==> src/hdl/tdta_pkg.sv <==
// Types and fixed constants of the temperature averager.
package tdta_pkg;

  localparam int unsigned SERIES_W = 2;
  localparam int unsigned SAMPLE_W = 16;
  localparam int unsigned QUO_W    = 16;

  typedef struct packed {
    logic [SERIES_W-1:0]        series;
    logic signed [SAMPLE_W-1:0] sample;
  } in_item_t;

  typedef struct packed {
    logic [SERIES_W-1:0]        series_out;
    logic signed [SAMPLE_W-1:0] weighted_mean;
    logic signed [SAMPLE_W-1:0] plain_mean;
  } out_item_t;

  typedef enum logic [2:0] {
    ST_IDLE,
    ST_SUM,
    ST_WSTART,
    ST_WWAIT,
    ST_PSTART,
    ST_PWAIT,
    ST_OUT
  } state_e;

  typedef struct packed {
    logic busy;
    logic done;
  } div_stat_t;

endpackage

==> src/hdl/tdta_ram.sv <==
// Generic single-write, single-read RAM with registered read data.
module tdta_ram #(
  parameter int unsigned WIDTH = 16,
  parameter int unsigned DEPTH = 64
) (
  input  logic                     clk_i,
  input  logic                     we_i,
  input  logic [$clog2(DEPTH)-1:0] waddr_i,
  input  logic [WIDTH-1:0]         wdata_i,
  input  logic                     re_i,
  input  logic [$clog2(DEPTH)-1:0] raddr_i,
  output logic [WIDTH-1:0]         rdata_o
);

  logic [WIDTH-1:0] mem_q [DEPTH];
  logic [WIDTH-1:0] rdata_q;

  always_ff @(posedge clk_i) begin
    if (we_i) begin
      mem_q[waddr_i] <= wdata_i;
    end
    if (re_i) begin
      rdata_q <= mem_q[raddr_i];
    end
  end

  assign rdata_o = rdata_q;

endmodule

==> src/hdl/tdta_div.sv <==
// Restoring divider, one quotient bit per cycle, unsigned magnitudes.
module tdta_div
  import tdta_pkg::*;
#(
  parameter int unsigned NUM_W = 24,
  parameter int unsigned DEN_W = 8
) (
  input  logic             clk_i,
  input  logic             rst_ni,
  input  logic             start_i,
  input  logic [NUM_W-1:0] num_i,
  input  logic [DEN_W-1:0] den_i,
  output logic [QUO_W-1:0] quo_o,
  output div_stat_t        stat_o
);

  localparam int unsigned STEP_W = $clog2(QUO_W);

  logic              busy_q, busy_d;
  logic              done_q, done_d;
  logic [STEP_W-1:0] step_q, step_d;
  logic [DEN_W-1:0]  rem_q, rem_d;
  logic [DEN_W-1:0]  den_q;
  logic [QUO_W-1:0]  qs_q, qs_d;
  logic [DEN_W:0]    cand;
  logic [DEN_W:0]    diff;
  logic              fits;

  // The quotient is known to fit QUO_W bits, so the upper dividend bits
  // already sit below the divisor and seed the remainder.
  assign cand = {rem_q, qs_q[QUO_W-1]};
  assign fits = cand >= {1'b0, den_q};
  assign diff = cand - {1'b0, den_q};

  always_comb begin
    busy_d = busy_q;
    done_d = 1'b0;
    step_d = step_q;
    rem_d  = rem_q;
    qs_d   = qs_q;
    if (start_i) begin
      busy_d = 1'b1;
      step_d = '0;
      rem_d  = DEN_W'(num_i >> QUO_W);
      qs_d   = num_i[QUO_W-1:0];
    end else if (busy_q) begin
      rem_d  = fits ? diff[DEN_W-1:0] : cand[DEN_W-1:0];
      qs_d   = {qs_q[QUO_W-2:0], fits};
      step_d = step_q + STEP_W'(1);
      if (step_q == STEP_W'(QUO_W - 1)) begin
        busy_d = 1'b0;
        done_d = 1'b1;
      end
    end
  end

  always_ff @(posedge clk_i or negedge rst_ni) begin
    if (!rst_ni) begin
      busy_q <= 1'b0;
      done_q <= 1'b0;
      step_q <= '0;
    end else begin
      busy_q <= busy_d;
      done_q <= done_d;
      step_q <= step_d;
    end
  end

  always_ff @(posedge clk_i) begin
    rem_q <= rem_d;
    qs_q  <= qs_d;
    if (start_i) begin
      den_q <= den_i;
    end
  end

  assign quo_o       = qs_q;
  assign stat_o.busy = busy_q;
  assign stat_o.done = done_q;

endmodule

==> src/hdl/ten_day_temperature_averager_core.sv <==
// Items are taken one at a time; ready returns as the result is registered.
// The time is set by the history walk (one RAM read per day) and two 16-step divisions.
// An item for a series beyond SERIES_COUNT is taken in and dropped without a result.
// Reset clears fill counts, write pointers and handshake state; history is left as is.
// Results wait in an output register, so a new item may enter while one is held.
module ten_day_temperature_averager_core
  import tdta_pkg::*;
#(
  parameter int unsigned WINDOW       = 10,
  parameter int unsigned SERIES_COUNT = 4
) (
  input  logic      clk_i,
  input  logic      rst_ni,
  input  logic      in_valid_i,
  output logic      in_ready_o,
  input  in_item_t  in_item_i,
  output logic      out_valid_o,
  input  logic      out_ready_i,
  output out_item_t out_item_o
);

  localparam int unsigned SER_W    = (SERIES_COUNT > 1) ? $clog2(SERIES_COUNT) : 1;
  localparam int unsigned SLOT_W   = $clog2(WINDOW);
  localparam int unsigned CNT_W    = $clog2(WINDOW + 1);
  localparam int unsigned WTOT_MAX = WINDOW * (WINDOW + 1) / 2;
  localparam int unsigned DEN_W    = $clog2(WTOT_MAX + 1);
  localparam int unsigned ACC_W    = SAMPLE_W + 1 + DEN_W;
  localparam int unsigned ADDR_W   = SER_W + SLOT_W;
  localparam int unsigned DEPTH    = 1 << ADDR_W;

  state_e state_q, state_d;

  // Input decode.
  logic [SER_W+1:0] in_ser_ext;
  logic [SER_W-1:0] in_idx;
  logic             in_range;
  logic             in_acc;

  // Per-series ring pointer and fill count.
  logic [SLOT_W-1:0] head_q [SERIES_COUNT];
  logic [CNT_W-1:0]  fill_q [SERIES_COUNT];
  logic [SLOT_W-1:0] head_cur, head_new;
  logic [CNT_W-1:0]  fill_cur, fill_new;

  // Walk and accumulate.
  logic [SER_W-1:0]           ser_q;
  logic [CNT_W-1:0]           n_q;
  logic [CNT_W-1:0]           rd_cnt_q;
  logic [CNT_W-1:0]           w_q;
  logic                       pend_q;
  logic [SLOT_W-1:0]          slot_q;
  logic signed [ACC_W-1:0]    wsum_q, psum_q;
  logic [DEN_W-1:0]           wtot_q;
  logic [SAMPLE_W-1:0]        rd_data;
  logic signed [SAMPLE_W-1:0] rd_sample;
  logic signed [CNT_W+SAMPLE_W:0] prod;

  // Sequencer outputs.
  logic rd_issue;
  logic div_start;
  logic div_sel_p;
  logic out_load;

  // Shared divider.
  logic [ACC_W-1:0]    wabs, pabs, div_num;
  logic [DEN_W-1:0]    div_den;
  logic [QUO_W-1:0]    quo;
  div_stat_t           div_stat;
  logic [SAMPLE_W-1:0] w_res, p_res;
  logic signed [SAMPLE_W-1:0] wq_q;

  // Output register.
  out_item_t out_q;
  logic      out_valid_q;
  logic [SER_W+1:0] ser_out_ext;

  // ---------------------------------------------------------------------------
  // Input decode: widen the series field so any SERIES_COUNT compares cleanly.
  // ---------------------------------------------------------------------------
  assign in_ser_ext = {{SER_W{1'b0}}, in_item_i.series};
  assign in_idx     = in_ser_ext[SER_W-1:0];
  assign in_range   = in_ser_ext < (SER_W + 2)'(SERIES_COUNT);
  assign in_acc     = in_valid_i & in_ready_o;

  // Advance the ring pointer; the new sample lands at the slot after today's.
  assign head_cur = head_q[in_idx];
  assign fill_cur = fill_q[in_idx];
  assign head_new = (head_cur == SLOT_W'(WINDOW - 1)) ? '0 : head_cur + SLOT_W'(1);
  assign fill_new = (fill_cur == CNT_W'(WINDOW)) ? fill_cur : fill_cur + CNT_W'(1);

  // ---------------------------------------------------------------------------
  // History store: one row of 2**SLOT_W entries per series.
  // ---------------------------------------------------------------------------
  tdta_ram #(
    .WIDTH (SAMPLE_W),
    .DEPTH (DEPTH)
  ) u_hist (
    .clk_i   (clk_i),
    .we_i    (in_acc & in_range),
    .waddr_i ({in_idx, head_new}),
    .wdata_i (in_item_i.sample),
    .re_i    (rd_issue),
    .raddr_i ({ser_q, slot_q}),
    .rdata_o (rd_data)
  );

  // One weight-times-sample product per cycle, registered into the sums.
  assign rd_sample = $signed(rd_data);
  assign prod      = $signed({1'b0, w_q}) * rd_sample;

  // ---------------------------------------------------------------------------
  // Divider operand select: weighted sum first, then the plain sum.
  // ---------------------------------------------------------------------------
  assign wabs    = wsum_q[ACC_W-1] ? $unsigned(-wsum_q) : $unsigned(wsum_q);
  assign pabs    = psum_q[ACC_W-1] ? $unsigned(-psum_q) : $unsigned(psum_q);
  assign div_num = div_sel_p ? pabs : wabs;
  assign div_den = div_sel_p ? DEN_W'(n_q) : wtot_q;

  tdta_div #(
    .NUM_W (ACC_W),
    .DEN_W (DEN_W)
  ) u_div (
    .clk_i   (clk_i),
    .rst_ni  (rst_ni),
    .start_i (div_start),
    .num_i   (div_num),
    .den_i   (div_den),
    .quo_o   (quo),
    .stat_o  (div_stat)
  );

  // Restore the sign: truncation toward zero is division of magnitudes.
  assign w_res = wsum_q[ACC_W-1] ? (~quo + QUO_W'(1)) : quo;
  assign p_res = psum_q[ACC_W-1] ? (~quo + QUO_W'(1)) : quo;

  // ---------------------------------------------------------------------------
  // Sequencer: next state.
  // ---------------------------------------------------------------------------
  always_comb begin
    state_d = state_q;
    unique case (state_q)
      ST_IDLE: begin
        if (in_valid_i && in_range) begin
          state_d = ST_SUM;
        end
      end
      ST_SUM: begin
        if (rd_cnt_q == n_q && !pend_q) begin
          state_d = ST_WSTART;
        end
      end
      ST_WSTART: state_d = ST_WWAIT;
      ST_WWAIT: begin
        if (div_stat.done) begin
          state_d = ST_PSTART;
        end
      end
      ST_PSTART: state_d = ST_PWAIT;
      ST_PWAIT: begin
        if (div_stat.done) begin
          state_d = ST_OUT;
        end
      end
      ST_OUT: begin
        if (!out_valid_q || out_ready_i) begin
          state_d = ST_IDLE;
        end
      end
      default: state_d = ST_IDLE;
    endcase
  end

  // ---------------------------------------------------------------------------
  // Sequencer: outputs.
  // ---------------------------------------------------------------------------
  always_comb begin
    in_ready_o = 1'b0;
    rd_issue   = 1'b0;
    div_start  = 1'b0;
    div_sel_p  = 1'b0;
    out_load   = 1'b0;
    unique case (state_q)
      ST_IDLE:   in_ready_o = 1'b1;
      ST_SUM:    rd_issue   = (rd_cnt_q != n_q);
      ST_WSTART: div_start  = 1'b1;
      ST_WWAIT:  div_sel_p  = 1'b0;
      ST_PSTART: begin
        div_start = 1'b1;
        div_sel_p = 1'b1;
      end
      ST_PWAIT:  div_sel_p  = 1'b1;
      ST_OUT:    out_load   = !out_valid_q || out_ready_i;
      default:   in_ready_o = 1'b0;
    endcase
  end

  // ---------------------------------------------------------------------------
  // Control registers.
  // ---------------------------------------------------------------------------
  always_ff @(posedge clk_i or negedge rst_ni) begin
    if (!rst_ni) begin
      state_q     <= ST_IDLE;
      out_valid_q <= 1'b0;
      pend_q      <= 1'b0;
      rd_cnt_q    <= '0;
      n_q         <= '0;
      ser_q       <= '0;
      for (int i = 0; i < SERIES_COUNT; i++) begin
        head_q[i] <= '0;
        fill_q[i] <= '0;
      end
    end else begin
      state_q     <= state_d;
      out_valid_q <= out_load | (out_valid_q & ~out_ready_i);
      pend_q      <= rd_issue;
      if (in_acc && in_range) begin
        head_q[in_idx] <= head_new;
        fill_q[in_idx] <= fill_new;
        n_q            <= fill_new;
        ser_q          <= in_idx;
        rd_cnt_q       <= '0;
      end else if (rd_issue) begin
        rd_cnt_q <= rd_cnt_q + CNT_W'(1);
      end
    end
  end

  // ---------------------------------------------------------------------------
  // Datapath registers: walk the ring from today backward, then divide.
  // ---------------------------------------------------------------------------
  always_ff @(posedge clk_i) begin
    if (in_acc && in_range) begin
      slot_q <= head_new;
      wsum_q <= '0;
      psum_q <= '0;
      wtot_q <= '0;
    end else begin
      if (rd_issue) begin
        slot_q <= (slot_q == '0) ? SLOT_W'(WINDOW - 1) : slot_q - SLOT_W'(1);
        w_q    <= CNT_W'(WINDOW) - rd_cnt_q;
      end
      if (pend_q) begin
        wsum_q <= wsum_q + ACC_W'(prod);
        psum_q <= psum_q + ACC_W'(rd_sample);
        wtot_q <= wtot_q + DEN_W'(w_q);
      end
    end
    if (state_q == ST_WWAIT && div_stat.done) begin
      wq_q <= $signed(w_res);
    end
    if (out_load) begin
      out_q.series_out    <= ser_out_ext[SERIES_W-1:0];
      out_q.weighted_mean <= wq_q;
      out_q.plain_mean    <= $signed(p_res);
    end
  end

  assign ser_out_ext = {2'b00, ser_q};

  assign out_valid_o = out_valid_q;
  assign out_item_o  = out_q;

endmodule

==> config.mk <==
export PLATFORM = sky130hd
export DESIGN_NAME = ten_day_temperature_averager_core
export DESIGN_NICKNAME = d
export VERILOG_FILES = /design/src/hdl/tdta_pkg.sv /design/src/hdl/tdta_ram.sv /design/src/hdl/tdta_div.sv /design/src/hdl/ten_day_temperature_averager_core.sv
export SDC_FILE = /design/constraint.sdc
export NUM_CORES = 2
export LEC_CHECK = 0
export ABC_CLOCK_PERIOD_IN_PS = 9000
export BUFFER_PORTS_ARGS = -buffer_cell sky130_fd_sc_hd__buf_2
export CORE_MARGIN = 4
export CORE_UTILIZATION = 45
export CTS_CLUSTER_SIZE = 12
export DETAILED_ROUTE_END_ITERATION = 8
export PLACE_DENSITY = 0.64
export RECOVER_POWER = 25
export SLEW_MARGIN = 20
export SYNTH_ARGS = -nofsm -noshare
export SYNTH_HDL_FRONTEND = slang
export SYNTH_SLANG_ARGS = --single-unit
==> constraint.sdc <==
create_clock -name clk_i -period 9 [get_ports clk_i]
set_clock_uncertainty 0.15 [all_clocks]
set_input_delay 0.45 -clock clk_i [delete_from_list [all_inputs] [get_ports clk_i]]
set_output_delay 0.45 -clock clk_i [all_outputs]
set_load 0.02 [all_outputs]
==> flow_summary.yaml <==
synthesis:
  synth_seq_area_share_pct: 67.8
  synth_flop_cell: "sky130_fd_sc_hd__edfxtp_1"
  yosysWarningCount: 0
  synth_async_sr_flop_share_pct: 4.31
  synthesized_flop_and_latch_total: 1231
  mappedNetlistArea_mm2: 0.0534
  synthesis.area_per_instance_um2: 17.2
  syn_inst: 3110
  synth_cell_type_count: 73
  synth_enable_flop_cells: 1126
setup_path:
  worstSetupPathType: "reg2reg"
  critPathRequiredTime_ns: 9.49
  timing.critical_path.to_type: "register"
  critPathLaunch: "w_q[0]"
  path_max_fanout: 17
  crit_path_start_kind: "register"
  worstPathArrival_ns: 5.53
  reg2reg_slack_ns: 3.96
  timing.rr.start: "w_q[0]"
pwr:
  power_density_mw_per_mm2: 191
  power.leakage_nw: 20.4
  peakVddDrop_mv: 0.176
  totalPowerFinal_mw: 11.5
drt:
  route.detailed.vias_per_inst: 5.71
  final_antenna_net_count: 0
  routed_wirelength_mm: 124
  drt_iter0_markers: 2720
  route.detailed.drc: 0
  firstDrtPassIters: 8
  wire_per_inst_um: 25.1
  routed-via-count: 28200
cells_and_area:
  final_layout_size_suffix_gt1_share_pct: 20.1
  finalNetCount: 3476
  layout_commonest_cell: "sky130_fd_sc_hd__edfxtp_1"
  antenna_cells: 0
  area.growth.synth_to_final_pct: 12.5
  layout_common_cells: "sky130_fd_sc_hd__edfxtp_1 (1,126), sky130_fd_sc_hd__mux4_2 (318), sky130_fd_sc_hd__nand2_1 (205)"
  layout.cells.non_filler: 4931
placed_design:
  placement.setup.worst_slack_ns: 4.05
  placedCellCount: 4706
  hpwl_mm: 73.0
  gp_congestion: 0.846
  io_buffer_count: 57
floorplanning:
  num_rows: 126
  core_area_mm2: 0.118
  fp.dieH_um: 352
  initial_utilization_pct: 45.3
  design.die.area_mm2: 0.124
  top_level_ports: 58
  die_x_um: 352
run_status:
  failed_checks: "max-capacitance violations, max-slew violations"
  outcome: "finished with violations"
clocking:
  number_of_sinks_handled_by_clock_tree_synthesis: 1231
  clock_latency_ns: 0.74
  cts-root-to-sink-buffers: 3
  ctsRootBufferMaster: "sky130_fd_sc_hd__clkbuf_16"
  tritoncts_clock_tree: "yes"
  cts-buffers-inserted: 133
  reg_clk_slew_reported_paths_ns: 0.06
  clock_tree.htree_level_count: 4
  cts_setup_buffers: 0
timing:
  timing.setup.tns_ns: 0
  timing_hold_violations_final: 0
  relSlewSlack_pct: -113
  post-route-period-util_pct: 56.0
  fin_crit_ns: 5.04
  worstMarginPinSlew_ns: 3.20
  final-max-slew-violation-count: 1040
  post-route-worst-setup-slack_ns: 3.96
  clock.fmax_mhz: 199
  finalSetupViolCount: 0
  rsz_0062_raised_after_global_routing: "false"
hold_path:
  hold_path.class: "in2reg"
  start_point_of_the_worst_hold_path: "in_item_i[16]"
run:
  drv_cap: 16
global_route:
  sum_of_overflow_across_all_layers_after_global_routing: 0
  grtUsageTotal_pct: 20.1
  number_of_antenna_violations_at_the_first_check_in_global_routing: 3
  largest_net_degree_at_the_start_of_global_routing: 114
  via_count_of_the_first_global_routing_pass: 28600
  grt_first_pass_wirelength_mm: 188
-- kinds of logic (layout without fill, tap and decap cells) --
family,count (synthesis),in the layout,share of synthesized area [%]
compound gates,354,354,4.07
xor+xnor,117,117,1.92
fa+ha+maj,144,144,4.20
buf+inv,302,524,2.28
flops,1231,1231,67.8
mux,384,384,14.7
other cells,1,64,0.00702
simple gates,577,577,5.08
-- critical path: stages, from the launching register on --
cell,delay [ns]
sky130_fd_sc_hd__edfxtp_1,0.77
sky130_fd_sc_hd__nand2_1,0.17
sky130_fd_sc_hd__fa_1,0.54
sky130_fd_sc_hd__inv_1,0.05
sky130_fd_sc_hd__fa_1,0.52
sky130_fd_sc_hd__inv_1,0.05
sky130_fd_sc_hd__fa_1,0.47
sky130_fd_sc_hd__inv_1,0.04
sky130_fd_sc_hd__ha_1,0.34
sky130_fd_sc_hd__nand3_1,0.14
sky130_fd_sc_hd__o211a_1,0.30
sky130_fd_sc_hd__o31ai_1,0.60
sky130_fd_sc_hd__o31ai_1,0.24
sky130_fd_sc_hd__o21ai_0,0.25
sky130_fd_sc_hd__xnor2_1,0.09
sky130_fd_sc_hd__a211oi_1,0.22
-- power breakdown --
group,internal (mW),total (mW),switching (mW),leakage [nW]
Sequential,6.27,6.27,0.00528,11.2
Clock,2.92,5.07,2.16,1.93
Combinational,0.0246,0.122,0.0971,7.19
Total,9.21,11.5,2.26,20.4
-- layer usage --
metal  wire, um  track usage, %
met1      53300            28.3
met2      59500            32.4
met3       6980            3.43
met4       3820            6.47
met5          0               0
-- final cells by class --
type / instances / area (um2)
Clock buffer: 173 / 3550
Clock inverter: 47 / 425
Fill cell: 9680 / 57900
Inverter: 149 / 559
Multi-Input combinational cell: 1640 / 16400
Sequential cell: 1231 / 36200
Tap cell: 1536 / 1920
Timing Repair Buffer: 155 / 1030
-- flip-flops by register name, indices dropped and copies added (netlist names), 6 cells and up --
signal	flops
wtot_q	6
u_div.rem_q	6
u_hist.mem_q	1024
wq_q	16
fill_q	16
wsum_q	23
u_div.den_q	6
head_q	16
out_item_o	34
u_div.quo_o	16
psum_q	23
u_hist.rdata_o	16
-- metrics by stage --
| step | instance area [um2] | utilization, % | hold slack (ns) |
|---|---|---|---|
| finish | 60100 | 50.9 | 0.0586 |
| global route | 60100 | 50.9 | 0.0701 |
| CTS | 60100 | 51.0 | 0.0165 |
| detailed placement | 56100 | 47.6 | 0.255 |
| global placement | 56100 | 47.6 | 0.252 |
| floorplan | 53600 | - | 0.00441 |
-- path summary, 6_finish.rpt --
path / endpoint / depth (start not counted)
setup / recovery: wsum_q[22] / 15
hold / removal: ser_q[0] / 3
setup reg to reg: wsum_q[22] / 15
hold reg to reg: out_item_o[24] / 0
max in group asynchronous: ser_q[1] / 3
min in group asynchronous: out_valid_o / 3
-- cells in the mapped netlist, types with 53 or more instances --
library cell / count / area share, %
sky130_fd_sc_hd__nand2_1: 206 / 1.4
sky130_fd_sc_hd__mux4_2: 318 / 13
sky130_fd_sc_hd__clkbuf_1: 90 / 0.63
sky130_fd_sc_hd__inv_1: 149 / 1.0
sky130_fd_sc_hd__a21oi_1: 102 / 0.96
sky130_fd_sc_hd__fa_1: 59 / 2.2
sky130_fd_sc_hd__mux2i_1: 57 / 1.1
sky130_fd_sc_hd__edfxtp_1: 1126 / 63
sky130_fd_sc_hd__ha_1: 85 / 2.0
sky130_fd_sc_hd__dfrtp_1: 53 / 2.5
sky130_fd_sc_hd__o21ai_0: 110 / 1.0
sky130_fd_sc_hd__xnor2_1: 85 / 1.4
sky130_fd_sc_hd__nor2_1: 136 / 0.96
-- repair_timing --
action / CTS / global route
endpoints found under the hold margin: 56 / 0
hold buffers: 4 / 0
gates resized for setup: 0 / 0
(Power assumes the default switching activity.)
